## src/hw/rtl/assert_macros.svh

```systemverilog
// Assertion macros shared by the RTL modules.
`ifndef ASSERT_MACROS_SVH
`define ASSERT_MACROS_SVH

// Property checked on every rising clock edge outside reset.
`define ASSERT_PROP(label, prop, msg) \
  label: assert property (@(posedge clk) disable iff (!rst_n) prop) else $error(msg);

// Condition that must never be seen on a rising clock edge outside reset.
`define ASSERT_NEVER(label, expr, msg) \
  label: assert property (@(posedge clk) disable iff (!rst_n) !(expr)) else $error(msg);

`endif

```

## src/hw/rtl/tfa_pkg.sv

```systemverilog
// Shared constants and types of the thruster force allocation block.
`default_nettype none

package tfa_pkg;

  localparam int NUM_PROP   = 4;
  localparam int NUM_AXES   = 6;
  localparam int POLY_TERMS = 4;

  localparam int COEF_DEPTH = 2 * POLY_TERMS;
  localparam int MAT_DEPTH  = NUM_AXES * NUM_PROP;

  localparam int COEF_IDX_W = (COEF_DEPTH > 1) ? $clog2(COEF_DEPTH) : 1;
  localparam int MAT_IDX_W  = (MAT_DEPTH > 1) ? $clog2(MAT_DEPTH) : 1;
  localparam int PROP_W     = (NUM_PROP > 1) ? $clog2(NUM_PROP) : 1;
  localparam int AXIS_W     = (NUM_AXES > 1) ? $clog2(NUM_AXES) : 1;
  localparam int CAP_W      = $clog2(NUM_AXES + 1);
  localparam int TERM_W     = (POLY_TERMS > 1) ? $clog2(POLY_TERMS) : 1;

  // Field widths and positions of the streams
  localparam int OP_W       = 2;
  localparam int IDX_W      = 5;
  localparam int VAL_W      = 32;
  localparam int VOLT_W     = 16;
  localparam int DZ_W       = 15;
  localparam int IDX_LSB    = 0;
  localparam int VAL_LSB    = IDX_LSB + IDX_W;
  localparam int VOLT_LSB   = VAL_LSB + VAL_W;
  localparam int IN_BITS    = VOLT_LSB + 4 * VOLT_W;
  localparam int IN_DATA_W  = ((IN_BITS + 7) / 8) * 8;
  localparam int OUT_DATA_W = NUM_AXES * VAL_W;

  localparam logic [DZ_W-1:0] DZ_RESET = DZ_W'(128);

  // Shared multiply-accumulate unit
  localparam int MUL_A_W      = 48;
  localparam int MUL_B_W      = 17;
  localparam int PROD_W       = MUL_A_W + MUL_B_W;
  localparam int HORNER_W     = 48;
  localparam int HSUM_W       = HORNER_W + 10;
  localparam int ACC_W        = 52;
  localparam int HORNER_SHIFT = 8;
  localparam int MAT_SHIFT    = 16;

  typedef enum logic [OP_W-1:0] {
    OP_COEF   = 2'd0,
    OP_MAT    = 2'd1,
    OP_THRUST = 2'd2
  } op_t;

  typedef enum logic [1:0] {
    MAC_HORNER = 2'd0,
    MAC_ADD_HI = 2'd1,
    MAC_ADD_LO = 2'd2
  } mac_mode_t;

  typedef struct packed {
    logic      issue;
    mac_mode_t mode;
    logic      first;
    logic      last;
  } mac_ctrl_t;

endpackage

`default_nettype wire

```

## src/hw/rtl/tfa_mac.sv

```systemverilog
// Shared 48x17 multiplier with rounding, saturating Horner step and accumulator.
`default_nettype none
`include "assert_macros.svh"

module tfa_mac (
  input  wire logic                                  clk,
  input  wire logic                                  rst_n,
  input  wire tfa_pkg::mac_ctrl_t                    ctrl,
  input  wire logic signed [tfa_pkg::MUL_A_W-1:0]    op_a,
  input  wire logic signed [tfa_pkg::MUL_B_W-1:0]    op_b,
  input  wire logic signed [tfa_pkg::VAL_W-1:0]      addend,
  output logic signed [tfa_pkg::ACC_W-1:0]           acc,
  output logic                                       done
);

  localparam logic signed [tfa_pkg::PROD_W-1:0] HALF_H =
    tfa_pkg::PROD_W'(1) << (tfa_pkg::HORNER_SHIFT - 1);
  localparam logic signed [tfa_pkg::PROD_W-1:0] HALF_M =
    tfa_pkg::PROD_W'(1) << (tfa_pkg::MAT_SHIFT - 1);
  localparam logic signed [tfa_pkg::HSUM_W-1:0] H_MAX =
    {{(tfa_pkg::HSUM_W - tfa_pkg::HORNER_W + 1){1'b0}}, {(tfa_pkg::HORNER_W - 1){1'b1}}};
  localparam logic signed [tfa_pkg::HSUM_W-1:0] H_MIN =
    {{(tfa_pkg::HSUM_W - tfa_pkg::HORNER_W + 1){1'b1}}, {(tfa_pkg::HORNER_W - 1){1'b0}}};

  logic signed [tfa_pkg::PROD_W-1:0] prod_c;
  logic signed [tfa_pkg::PROD_W-1:0] prod_r;
  logic signed [tfa_pkg::PROD_W-1:0] rnd_h;
  logic signed [tfa_pkg::PROD_W-1:0] rnd_m;
  logic signed [tfa_pkg::HSUM_W-1:0] hsum;
  logic signed [tfa_pkg::HORNER_W-1:0] hsat;
  logic signed [tfa_pkg::ACC_W-1:0]  acc_r;
  logic signed [tfa_pkg::ACC_W-1:0]  acc_nxt;
  logic signed [tfa_pkg::ACC_W-1:0]  base;
  logic signed [tfa_pkg::VAL_W-1:0]  addend_r;
  tfa_pkg::mac_mode_t                mode_r;
  logic                              first_r;
  logic                              last_r;
  logic                              vld_r;
  logic                              done_r;
  logic                              last_issue;
  logic                              horner_upd;
  logic [tfa_pkg::ACC_W-tfa_pkg::HORNER_W:0] acc_top;

  assign prod_c = op_a * op_b;

  // Payload stage: product and its control
  always_ff @(posedge clk) begin
    prod_r   <= prod_c;
    addend_r <= addend;
    mode_r   <= ctrl.mode;
    first_r  <= ctrl.first;
    last_r   <= ctrl.last;
  end

  always_comb begin
    rnd_h = (prod_r + HALF_H) >>> tfa_pkg::HORNER_SHIFT;
    rnd_m = (prod_r + HALF_M) >>> tfa_pkg::MAT_SHIFT;
    hsum  = tfa_pkg::HSUM_W'(rnd_h) + tfa_pkg::HSUM_W'(addend_r);
    if (hsum > H_MAX) begin
      hsat = H_MAX[tfa_pkg::HORNER_W-1:0];
    end else if (hsum < H_MIN) begin
      hsat = H_MIN[tfa_pkg::HORNER_W-1:0];
    end else begin
      hsat = hsum[tfa_pkg::HORNER_W-1:0];
    end
    base = first_r ? '0 : acc_r;
    unique case (mode_r)
      tfa_pkg::MAC_HORNER: acc_nxt = tfa_pkg::ACC_W'(hsat);
      // upper half of the thrust: exact, already in Q16.16 with no shift needed
      tfa_pkg::MAC_ADD_HI: acc_nxt = base + tfa_pkg::ACC_W'(prod_r);
      tfa_pkg::MAC_ADD_LO: acc_nxt = base + tfa_pkg::ACC_W'(rnd_m);
      default:             acc_nxt = acc_r;
    endcase
  end

  always_ff @(posedge clk) begin
    if (!rst_n) begin
      vld_r  <= 1'b0;
      done_r <= 1'b0;
    end else begin
      vld_r  <= ctrl.issue;
      done_r <= vld_r & last_r;
    end
    if (vld_r) begin
      acc_r <= acc_nxt;
    end
  end

  assign acc  = acc_r;
  assign done = done_r;

  assign last_issue = ctrl.issue & ctrl.last;
  assign horner_upd = vld_r & (mode_r == tfa_pkg::MAC_HORNER);
  assign acc_top    = acc_r[tfa_pkg::ACC_W-1:tfa_pkg::HORNER_W-1];

  `ASSERT_PROP(a_done_latency, last_issue |=> ##1 done, "mac: done missing after last issue")
  `ASSERT_PROP(a_done_source, done |-> $past(last_issue, 2), "mac: done without a last issue")
  `ASSERT_PROP(a_horner_range, $past(horner_upd) |-> (&acc_top || ~|acc_top), "mac: Horner overflow")

endmodule

`default_nettype wire

```

## src/hw/rtl/thruster_force_allocation.sv

```systemverilog
// Thruster force allocation top level: tables, sequencer and output register.
// Table writes are taken only while idle. A thrust request runs, on the single
// 48x17 multiply-accumulate unit, the Horner chain per propeller outside the dead
// zone (force 0 inside) and then the matrix in two thrust halves per element; the
// output loads once the previous result is taken, and only then is a new request taken.
// Synchronous active-low reset: idle, no result, dead zone 0.5 V; tables undefined.
`default_nettype none
`include "assert_macros.svh"

module thruster_force_allocation (
  input  wire logic                               clk,
  input  wire logic                               rst_n,
  input  wire logic                               in_tvalid,
  output logic                                    in_tready,
  // table_index, table_value, volt_0, volt_1, volt_2, volt_3, zero pad
  input  wire logic [tfa_pkg::IN_DATA_W-1:0]      in_tdata,
  // op
  input  wire logic [tfa_pkg::OP_W-1:0]           in_tuser,
  output logic                                    out_tvalid,
  input  wire logic                               out_tready,
  // force_x, force_y, force_z, torque_roll, torque_pitch, torque_yaw
  output logic [tfa_pkg::OUT_DATA_W-1:0]          out_tdata,
  input  wire logic                               cfg_we,
  input  wire logic [tfa_pkg::DZ_W-1:0]           cfg_wdata
);

  typedef enum logic [2:0] {
    S_IDLE,
    S_POLY,
    S_POLY_WAIT,
    S_MAT,
    S_MAT_WAIT,
    S_DONE
  } state_t;

  localparam logic [tfa_pkg::PROP_W-1:0] PROP_LAST = tfa_pkg::PROP_W'(tfa_pkg::NUM_PROP - 1);
  localparam logic [tfa_pkg::AXIS_W-1:0] AXIS_LAST = tfa_pkg::AXIS_W'(tfa_pkg::NUM_AXES - 1);
  localparam logic [tfa_pkg::CAP_W-1:0]  CAP_LAST  = tfa_pkg::CAP_W'(tfa_pkg::NUM_AXES - 1);
  localparam logic [tfa_pkg::TERM_W-1:0] TERM_LAST = tfa_pkg::TERM_W'(tfa_pkg::POLY_TERMS - 1);
  localparam logic signed [tfa_pkg::ACC_W-1:0] S32_MAX =
    {{(tfa_pkg::ACC_W - 31){1'b0}}, {31{1'b1}}};
  localparam logic signed [tfa_pkg::ACC_W-1:0] S32_MIN =
    {{(tfa_pkg::ACC_W - 31){1'b1}}, {31{1'b0}}};

  function automatic logic signed [tfa_pkg::VAL_W-1:0] sat32(
    input logic signed [tfa_pkg::ACC_W-1:0] x
  );
    logic signed [tfa_pkg::VAL_W-1:0] r;
    if (x > S32_MAX) begin
      r = S32_MAX[tfa_pkg::VAL_W-1:0];
    end else if (x < S32_MIN) begin
      r = S32_MIN[tfa_pkg::VAL_W-1:0];
    end else begin
      r = x[tfa_pkg::VAL_W-1:0];
    end
    return r;
  endfunction

  state_t                                state_r;
  logic [tfa_pkg::DZ_W-1:0]              dead_zone_r;
  logic signed [tfa_pkg::VAL_W-1:0]      coef_r [tfa_pkg::COEF_DEPTH];
  logic signed [tfa_pkg::VAL_W-1:0]      mat_r [tfa_pkg::MAT_DEPTH];
  logic signed [tfa_pkg::VOLT_W-1:0]     volt_r [tfa_pkg::NUM_PROP];
  logic signed [tfa_pkg::VAL_W-1:0]      force_r [tfa_pkg::NUM_PROP];
  logic signed [tfa_pkg::VAL_W-1:0]      axis_res_r [tfa_pkg::NUM_AXES];
  logic [tfa_pkg::OUT_DATA_W-1:0]        out_data_r;
  logic                                  out_tvalid_r;
  logic [tfa_pkg::PROP_W-1:0]            prop_r;
  logic [tfa_pkg::TERM_W-1:0]            term_r;
  logic [tfa_pkg::AXIS_W-1:0]            axis_r;
  logic [tfa_pkg::CAP_W-1:0]             cap_r;
  logic                                  half_r;

  logic [tfa_pkg::IDX_W-1:0]             in_idx;
  logic signed [tfa_pkg::VAL_W-1:0]      in_val;
  logic signed [tfa_pkg::VOLT_W-1:0]     cur_volt;
  logic signed [tfa_pkg::VAL_W-1:0]      cur_force;
  logic [tfa_pkg::VOLT_W:0]              volt_mag;
  logic                                  in_dz;
  logic                                  cur_set;
  logic [tfa_pkg::TERM_W-1:0]            term_issue;
  logic [tfa_pkg::COEF_IDX_W-1:0]        coef_idx;
  logic [tfa_pkg::MAT_IDX_W-1:0]         mat_idx;
  logic                                  thrust_xfer;

  tfa_pkg::mac_ctrl_t                    mac_ctrl;
  logic signed [tfa_pkg::MUL_A_W-1:0]    mac_a;
  logic signed [tfa_pkg::MUL_B_W-1:0]    mac_b;
  logic signed [tfa_pkg::VAL_W-1:0]      mac_addend;
  logic signed [tfa_pkg::ACC_W-1:0]      mac_acc;
  logic                                  mac_done;

  assign in_idx    = in_tdata[tfa_pkg::IDX_LSB +: tfa_pkg::IDX_W];
  assign in_val    = in_tdata[tfa_pkg::VAL_LSB +: tfa_pkg::VAL_W];
  assign in_tready = (state_r == S_IDLE);

  assign cur_volt  = volt_r[prop_r];
  assign cur_force = force_r[prop_r];
  assign volt_mag  = cur_volt[tfa_pkg::VOLT_W-1] ?
                     ((tfa_pkg::VOLT_W + 1)'(0) - {cur_volt[tfa_pkg::VOLT_W-1], cur_volt}) :
                     {1'b0, cur_volt};
  assign in_dz     = (volt_mag <= (tfa_pkg::VOLT_W + 1)'(dead_zone_r));
  assign cur_set   = (2 * int'(prop_r) >= tfa_pkg::NUM_PROP);
  assign coef_idx  = tfa_pkg::COEF_IDX_W'(tfa_pkg::POLY_TERMS * int'(cur_set) + int'(term_issue));
  assign mat_idx   = tfa_pkg::MAT_IDX_W'(tfa_pkg::NUM_PROP * int'(axis_r) + int'(prop_r));

  // Issue side of the shared unit
  always_comb begin
    mac_ctrl   = '0;
    mac_a      = '0;
    mac_b      = '0;
    mac_addend = '0;
    term_issue = '0;
    unique case (state_r)
      S_POLY, S_POLY_WAIT: begin
        term_issue = (state_r == S_POLY) ? '0 : term_r + 1'b1;
        if ((state_r == S_POLY && !in_dz) ||
            (state_r == S_POLY_WAIT && mac_done && term_r != TERM_LAST)) begin
          mac_ctrl.issue = 1'b1;
          mac_ctrl.mode  = tfa_pkg::MAC_HORNER;
          mac_ctrl.last  = 1'b1;
        end
        // first term: zero times v plus c0 loads the leading coefficient
        mac_a      = (state_r == S_POLY) ? '0 : $signed(mac_acc[tfa_pkg::HORNER_W-1:0]);
        mac_b      = tfa_pkg::MUL_B_W'(cur_volt);
        mac_addend = coef_r[coef_idx];
      end
      S_MAT: begin
        mac_ctrl.issue = 1'b1;
        mac_ctrl.mode  = half_r ? tfa_pkg::MAC_ADD_LO : tfa_pkg::MAC_ADD_HI;
        mac_ctrl.first = (prop_r == '0) && !half_r;
        mac_ctrl.last  = (prop_r == PROP_LAST) && half_r;
        mac_a          = tfa_pkg::MUL_A_W'(mat_r[mat_idx]);
        // thrust split into signed upper and unsigned lower 16-bit halves
        mac_b          = half_r ? {1'b0, cur_force[15:0]} :
                                  {cur_force[tfa_pkg::VAL_W-1], cur_force[tfa_pkg::VAL_W-1:16]};
      end
      default: ;
    endcase
  end

  tfa_mac u_mac (
    .clk    (clk),
    .rst_n  (rst_n),
    .ctrl   (mac_ctrl),
    .op_a   (mac_a),
    .op_b   (mac_b),
    .addend (mac_addend),
    .acc    (mac_acc),
    .done   (mac_done)
  );

  always_ff @(posedge clk) begin
    if (!rst_n) begin
      state_r      <= S_IDLE;
      dead_zone_r  <= tfa_pkg::DZ_RESET;
      out_tvalid_r <= 1'b0;
      prop_r       <= '0;
      term_r       <= '0;
      axis_r       <= '0;
      cap_r        <= '0;
      half_r       <= 1'b0;
    end else begin
      if (cfg_we) begin
        dead_zone_r <= cfg_wdata;
      end
      // completion reloads the output itself
      if (out_tvalid_r && out_tready && state_r != S_DONE) begin
        out_tvalid_r <= 1'b0;
      end
      if (mac_done && (state_r == S_MAT || state_r == S_MAT_WAIT)) begin
        axis_res_r[cap_r[tfa_pkg::AXIS_W-1:0]] <= sat32(mac_acc);
        cap_r <= cap_r + 1'b1;
      end

      unique case (state_r)
        S_IDLE: begin
          if (in_tvalid) begin
            unique case (in_tuser)
              tfa_pkg::OP_COEF: begin
                if (int'(in_idx) < tfa_pkg::COEF_DEPTH) begin
                  coef_r[in_idx[tfa_pkg::COEF_IDX_W-1:0]] <= in_val;
                end
              end
              tfa_pkg::OP_MAT: begin
                if (int'(in_idx) < tfa_pkg::MAT_DEPTH) begin
                  mat_r[in_idx[tfa_pkg::MAT_IDX_W-1:0]] <= in_val;
                end
              end
              tfa_pkg::OP_THRUST: begin
                for (int p = 0; p < tfa_pkg::NUM_PROP; p++) begin
                  volt_r[p] <= in_tdata[tfa_pkg::VOLT_LSB + p * tfa_pkg::VOLT_W +: tfa_pkg::VOLT_W];
                end
                prop_r  <= '0;
                term_r  <= '0;
                state_r <= S_POLY;
              end
              default: ;
            endcase
          end
        end

        S_POLY: begin
          if (in_dz) begin
            force_r[prop_r] <= '0;
            if (prop_r == PROP_LAST) begin
              prop_r  <= '0;
              axis_r  <= '0;
              half_r  <= 1'b0;
              cap_r   <= '0;
              state_r <= S_MAT;
            end else begin
              prop_r <= prop_r + 1'b1;
            end
          end else begin
            term_r  <= '0;
            state_r <= S_POLY_WAIT;
          end
        end

        S_POLY_WAIT: begin
          if (mac_done) begin
            if (term_r == TERM_LAST) begin
              force_r[prop_r] <= sat32(mac_acc);
              term_r          <= '0;
              if (prop_r == PROP_LAST) begin
                prop_r  <= '0;
                axis_r  <= '0;
                half_r  <= 1'b0;
                cap_r   <= '0;
                state_r <= S_MAT;
              end else begin
                prop_r  <= prop_r + 1'b1;
                state_r <= S_POLY;
              end
            end else begin
              term_r <= term_r + 1'b1;
            end
          end
        end

        S_MAT: begin
          half_r <= ~half_r;
          if (half_r) begin
            if (prop_r == PROP_LAST) begin
              prop_r <= '0;
              if (axis_r == AXIS_LAST) begin
                state_r <= S_MAT_WAIT;
              end else begin
                axis_r <= axis_r + 1'b1;
              end
            end else begin
              prop_r <= prop_r + 1'b1;
            end
          end
        end

        S_MAT_WAIT: begin
          if (mac_done && cap_r == CAP_LAST) begin
            state_r <= S_DONE;
          end
        end

        S_DONE: begin
          // hold until the previous result has been transferred
          if (!out_tvalid_r || out_tready) begin
            for (int a = 0; a < tfa_pkg::NUM_AXES; a++) begin
              out_data_r[a * tfa_pkg::VAL_W +: tfa_pkg::VAL_W] <= axis_res_r[a];
            end
            out_tvalid_r <= 1'b1;
            state_r      <= S_IDLE;
          end
        end

        default: state_r <= S_IDLE;
      endcase
    end
  end

  assign out_tvalid = out_tvalid_r;
  assign out_tdata  = out_data_r;

  assign thrust_xfer = in_tvalid & in_tready & (in_tuser == tfa_pkg::OP_THRUST);

  `ASSERT_PROP(a_busy_after_thrust, thrust_xfer |=> !in_tready, "top: ready after thrust request")
  `ASSERT_NEVER(a_idle_no_done, state_r == S_IDLE && mac_done, "top: unit result while idle")
  `ASSERT_PROP(a_out_from_done, $rose(out_tvalid_r) |-> $past(state_r == S_DONE), "top: stray result")

endmodule

`default_nettype wire
```

## config.mk

```make
export PLATFORM = sky130hd
export DESIGN_NAME = thruster_force_allocation
export DESIGN_NICKNAME = d
export VERILOG_FILES = /design/src/hw/rtl/tfa_pkg.sv /design/src/hw/rtl/tfa_mac.sv /design/src/hw/rtl/thruster_force_allocation.sv
export VERILOG_INCLUDE_DIRS = /design/src /design/src/hw/rtl
export SDC_FILE = /design/constraint.sdc
export NUM_CORES = 2
export LEC_CHECK = 0
export ABC_CLOCK_PERIOD_IN_PS = 30600
export BUFFER_PORTS_ARGS = -buffer_cell sky130_fd_sc_hd__buf_2
export CORE_ASPECT_RATIO = 0.7
export CORE_MARGIN = 5
export CORE_UTILIZATION = 35
export CTS_CLUSTER_SIZE = 24
export DETAILED_ROUTE_END_ITERATION = 8
export GPL_ROUTABILITY_DRIVEN = 1
export MAX_ROUTING_LAYER = met4
export SYNTH_ARGS = -nofsm -noshare
export SYNTH_HDL_FRONTEND = slang
export SYNTH_SLANG_ARGS = --single-unit
```

## constraint.sdc

```tcl
create_clock -name clk -period 30.6 [get_ports clk]
set_input_delay 7.65 -clock clk [delete_from_list [all_inputs] [get_ports clk]]
set_output_delay 7.65 -clock clk [all_outputs]
set_load 0.005 [all_outputs]
```

# [After elaboration in Yosys (flattened, before gate mapping)]
# Memory sizes are Yosys's and may differ from the RTL's. A register that Yosys moved wholly into a read port is not among the register bits.
# Index checks and enable logic that the tools add are counted.
[totals] ram_bits=1408 out_inout_bits=194 mem_count=5 input_bits=126 register_bits=153
[mem_list] name="mat_r" depth=24 word_bits=32 rd=1 rd_ports_with_merged_regs=0 wr=1 line="thruster_force_allocation.sv:62" text="logic signed [tfa_pkg::VAL_W-1:0] mat_r [tfa_pkg::MAT_DEPTH];"
[mem_list] name="coef_r" depth=8 word_bits=32 rd=1 rd_ports_with_merged_regs=1 wr=1 line="thruster_force_allocation.sv:61" text="logic signed [tfa_pkg::VAL_W-1:0] coef_r [tfa_pkg::COEF_DEPTH];"
[mem_list] name="axis_res_r" depth=6 word_bits=32 rd=6 rd_ports_with_merged_regs=6 wr=1 line="thruster_force_allocation.sv:65" text="logic signed [tfa_pkg::VAL_W-1:0] axis_res_r [tfa_pkg::NUM_AXES];"
[mem_list] name="force_r" depth=4 word_bits=32 rd=1 rd_ports_with_merged_regs=1 wr=1 line="thruster_force_allocation.sv:64" text="logic signed [tfa_pkg::VAL_W-1:0] force_r [tfa_pkg::NUM_PROP];"
[mem_list] name="volt_r" depth=4 word_bits=16 rd=1 rd_ports_with_merged_regs=1 wr=4 line="thruster_force_allocation.sv:63" text="logic signed [tfa_pkg::VOLT_W-1:0] volt_r [tfa_pkg::NUM_PROP];"
[classes] n_bitwise=3 n_addsub=12 mul=1 mux=105 n_reduce_logical=32 magnitude_cmp=8 n_eq_ne=28
[op_table] operator="$mux W32" count=9
[op_table] operator="$pmux W52 S3" count=1
[op_table] operator="$mux W48" count=3
[op_table] operator="$pmux W48 S2" count=1
[op_table] operator="$mux W3" count=24
[op_table] operator="$add A65 B17 Y65 const B" count=1
[op_table] operator="$add A65 B9 Y65 const B" count=1
[op_table] operator="$mul A48 B17 Y65" count=1
[op_table] operator="$add A57 B32 Y58" count=1
[op_table] operator="$gt A58 B48 Y1 const B" count=1
[op_table] operator="$lt A58 B48 Y1 const B" count=1
[op_table] operator="$add A52 B49 Y52" count=1
[op_table] operator="$add A52 B52 Y52" count=1
[op_table] operator="$gt A52 B32 Y1 const B" count=1
[op_table] operator="$lt A52 B32 Y1 const B" count=1
[op_table] operator="$mux W52" count=1
[op_table] operator="$mux W1" count=37
[op_table] operator="$mux W2" count=18
[op_table] operator="$mux W17" count=2
[op_table] operator="$pmux W17 S2" count=1
[op_table] operator="$pmux W3 S6" count=1
[op_table] operator="$le A17 B15 Y1" count=1
[op_table] operator="$sub A1 B16 Y17 const A" count=1
[op_table] operator="$ne A2 B2 Y1 const B" count=7
[op_table] operator="38 further kinds" count=72

# [Longest topological paths before layout]
[logic_depth] depth_word=8 depth_mapped=36 mapped_depth_nobuf=30

# [Hierarchy]
# A second synthesis with hierarchy kept.
[hier_totals] cells_unflattened=7714 hier_area_um2=101851.4
[modules_own_cells] module="thruster_force_allocation" area_per_inst_um2=61159.9 seq_area_each_um2=48686.7 cells_each=2901 n_inst=1
[modules_own_cells] module="tfa_mac" area_per_inst_um2=40691.5 seq_area_each_um2=3623.5 cells_each=4813 n_inst=1

# [Worst setup path after synthesis]
# OpenSTA, ideal clock, no wires.
[synth_timing] path_type="input to register" startpoint="in rst_n" endpoint="reg out_data_r, in the netlist out_tdata[0], read port of axis_res_r, enable pin" arrival_time_ns=15.969 t_required_ns=29.853 n_path_buf=1 cell_stages=3 path_slack_ns=13.885 setup_time_ns=0.747 cell_sequence="clkbuf_1 -> nand2_1 -> nor2_1"
[synth_between] elab_chain_len=1
[synth_lines] element="from (decl)" line="thruster_force_allocation.sv:12" text="input wire logic rst_n,"
[synth_lines] element="$reduce_and A3 Y1 (no line)"
[synth_lines] element="to (decl)" line="thruster_force_allocation.sv:66" text="logic [tfa_pkg::OUT_DATA_W-1:0] out_data_r;"
# No other way between the ends.
# A chain may end at the register's enable or synchronous reset.

# [Worst setup path in the final report]
[layout_timing] startpoint="reg prop_r[0] (netlist name)" endpoint="reg u_mac.prod_r[57] (netlist name)"
[layout_between] elab_chain_len=4
[layout_lines] element="from (decl)" line="thruster_force_allocation.sv:68" text="logic [tfa_pkg::PROP_W-1:0] prop_r;"
[layout_lines] element="from (signal assigned)" line="thruster_force_allocation.sv:213" text="prop_r <= prop_r + 1'b1;"
[layout_lines] element="from (signal assigned)" line="thruster_force_allocation.sv:233" text="prop_r <= prop_r + 1'b1;"
[layout_lines] element="from (signal assigned)" line="thruster_force_allocation.sv:253" text="prop_r <= prop_r + 1'b1;"
[layout_lines] element="$add A5 B2 Y5" line="thruster_force_allocation.sv:105" text="assign mat_idx = tfa_pkg::MAT_IDX_W'(tfa_pkg::NUM_PROP * int'(axis_r) + int'(prop_r));"
[layout_lines] element="$mem_v2 Z24 W32"
[layout_lines] element="$pmux W48 S2" line="thruster_force_allocation.sv:114" text="unique case (state_r)"
[layout_lines] element="$mul A48 B17 Y65" line="tfa_mac.sv:44" text="assign prod_c = op_a * op_b;"
[layout_lines] element="named net u_mac.prod_c, one bit" line="tfa_mac.sv:25" text="logic signed [tfa_pkg::PROD_W-1:0] prod_c;"
[layout_lines] element="to (signal assigned)" line="tfa_mac.sv:48" text="prod_r <= prod_c;"
[layout_lines] element="to (decl)" line="tfa_mac.sv:26" text="logic signed [tfa_pkg::PROD_W-1:0] prod_r;"
# The timed path passes the listed nets, and every way through them passes these cells.

==> flow_summary.toml <==
[status]
outcome = "completed"

[floorplanning]
die_h_um = 461
dieArea_mm2 = 0.301
die_x_um = 654
row_count = 165
start_util_pct = 35.2
core_area_mm2 = 0.289
io_pins = 320

[final_layout]
final_core_util_pct = 39.4
layout_common_cells = "edfxtp_1 (1652), inv_1 (888), fa_1 (763)"
area_growth_pct = 12.1
finalNetCount = 9131
final_common_cell = "edfxtp_1"
layout-drive-gt1-share_pct = 14.5

[global_routing]
grt_max_degree = 156
grt_pass1_wl_mm = 423
antenna_found_initial = 17
gr-total-overflow = 0
grt.total_usage_pct = 19.4
grt_pass1_vias = 62100

[clock_network]
cts-resized-gates = 0
clock_sinks = 1787
path_clk_slew_ns = 0.06
clkLatencyLatePin_ns = 0.86
cts-buffers-inserted = 184
clockBufferDepth = 4
post_cts_buffers = 0
root_buffer = "clkbuf_16"
holdBufCountCts = 0
cts_max_level = 4
cts_tree = "yes"

[critical_path]
ff2ff_setup_slack_ns = 18.50
cp.arrival_ns = 12.86
start_kind = "register"
worst-path-buf-inv = 4
crit_fanout = 87
slowest_stage = "dfxtp_4"
worstSetupPathType = "register to register"
reg2reg_depth = 27
crit_path_end_kind = "register"
path_delay_family = "compound AO/OA/AOI/OAI gates"
max_stage_delay_ns = 0.84
worstPathRequired_ns = 31.37
reg2reg_to = "u_mac.prod_r[57]"
regToRegStartpoint = "prop_r[0]"
cpMostUsedCell = "fa_1"

[worst_hold_path]
min_path_type = "register to register"
hp-start = "axis_res_r[2][26]"
holdPathStages = 0
min_to = "out_tdata[90]"

[sta]
max_freq_ghz = 0.0827
slew_violations = 0
rsz0062_at_grt = "false"
tns_ns = 0
maxSlewHeadroom_pct = 3.39
final.period_utilization_pct = 39.5
setup_violations = 0
period_needed_ns = 12.10
worst_pin_slew_ns = 1.45
clock_skew_ns = 0.0878
final-hold-violation-count = 0

[synthesis]
synth_seq_area_share_pct = 51.5
syn_inst = 7703
ys_seq_elements = 1787
synthXorXnorAreaFrac_pct = 2.39
muxShareOfSynthArea_pct = 8.70
synth_ff_type = "edfxtp_1"
synth_top_family_by_area = "adder cells"
synth_fa_ha_area_share_pct = 18.5
synth_edf_count = 1652
yosys_warnings = 0
syn_area_mm2 = 0.102
syn_area_per_cell_um2 = 13.2
yosys-top-cells-area = "edfxtp_1 (49%), fa_1 (15%), mux4_2 (6.7%)"
yosys.area.top_type_share_pct = 48.8
synth_largest_area_cell = "edfxtp_1"
synthSimpleGateAreaFrac_pct = 8.30
synth-async-reset-ratio_pct = 0
synth.distinct_cells = 86
syn-num-nets = 8876
synth_compound_area_share_pct = 5.85

[placement]
dp_hpwl_mm = 207
place_congestion = 0.920
port_buffers = 316

[run]
cap_violations = 0

[route]
dr.pass1.iters = 7
postRouteAntennaNets = 0
first_iter_violations = 6494
drc = 0
via_count = 62700
wl_per_cell_um = 24.0
routed_wl_mm = 287
vias_per_cell = 5.25

[power_and_ir_drop]
p_leak_uw = 0.0430
ir_drop_uv = 69.8
power.density_mw_per_mm2 = 79.9
[layer usage]
layer,track usage [%],vias up,routed length (um)
li1,-,27400,-
met1,29.1,32400,134000
met2,27.1,2594,121000
met3,3.95,301,26600
met4,3.65,0,5220
met5,-,-,0
[stage by stage]
step | std cells | hold WS (ns) | instance area (um2) | total power [uW] | worst slack, ns
after floorplan | 7703 | 0.400 | 102000 | 5680 | 13.88
after global placement | 11600 | 0.401 | 108000 | 6900 | 18.41
after detailed placement | 11600 | 0.405 | 108000 | 6910 | 18.37
after CTS | 11900 | 0.378 | 114000 | 9130 | 18.36
after global routing | 11900 | 0.392 | 114000 | 9640 | 17.74
final | 12000 | 0.370 | 114000 | 9100 | 18.50
[report_power, final]
part           leakage, uW  total [uW]  switching, uW  internal, uW
Combinational       0.0241        3920           2470          1450
Clock              0.00279        2170            944          1230
Sequential          0.0160        3010            195          2820
Total               0.0430        9100           3610          5490
[synthesized netlist by cell type (all sizes together), types with 25 or more instances]
master / n
nor3: 46
a21o: 145
and2: 32
nand2: 583
edfxtp: 1652
nand2b: 38
ha: 284
nand3: 85
a21oi: 281
or2: 25
inv: 886
clkbuf: 292
o22ai: 52
and3: 26
mux2i: 196
nand4: 70
buf: 88
fa: 763
mux4: 304
xor2: 103
nor2b: 146
o21a: 36
dfxtp: 135
a211oi: 46
nor2: 779
xnor2: 174
o21ai: 203
[worst max path at each step]
stage               slack [ns]       from               end  cells after the start
finish                   18.50  prop_r[0]  u_mac.prod_r[57]                     27
detailed placement       18.37  prop_r[0]  u_mac.prod_r[57]                     27
global placement         18.41  prop_r[0]  u_mac.prod_r[57]                     27
CTS                      18.36  prop_r[0]  u_mac.prod_r[57]                     27
global route             17.74  prop_r[0]  u_mac.prod_r[57]                     27
floorplan                13.88      rst_n      out_tdata[0]                      3
[final cells by class]
class,count,area [um2]
fill,26900,175000
clock buffer,224,4820
sequential,1787,52300
clock inverter,105,930
inverter,886,3330
antenna,10,25.0
tap,3841,4810
timing repair buffer,449,2610
multi-input combinational,4650,45100
[state kept, by name, indices dropped and copies added (netlist names), 2 cells and up, named ones only]
signal / cells
axis_r: 3
axis_res_r: 192
cap_r: 3
coef_r: 256
dead_zone_r: 15
force_r: 128
mat_r: 768
out_tdata: 192
prop_r: 2
state_r: 3
term_r: 2
u_mac.acc: 52
u_mac.addend_r: 32
u_mac.mode_r: 2
u_mac.prod_r: 65
volt_r: 64
[logic make-up after synthesis]
kind of cell             after synthesis
flip-flops                          1787
AND/OR/NAND/NOR                     1904
XOR/XNOR                             277
adder cells (fa/ha/maj)             1047
buffers and inverters               1266
multiplexers                         503
AO/OA/AOI/OAI                        919
Power figures use the tool's default switching activity.
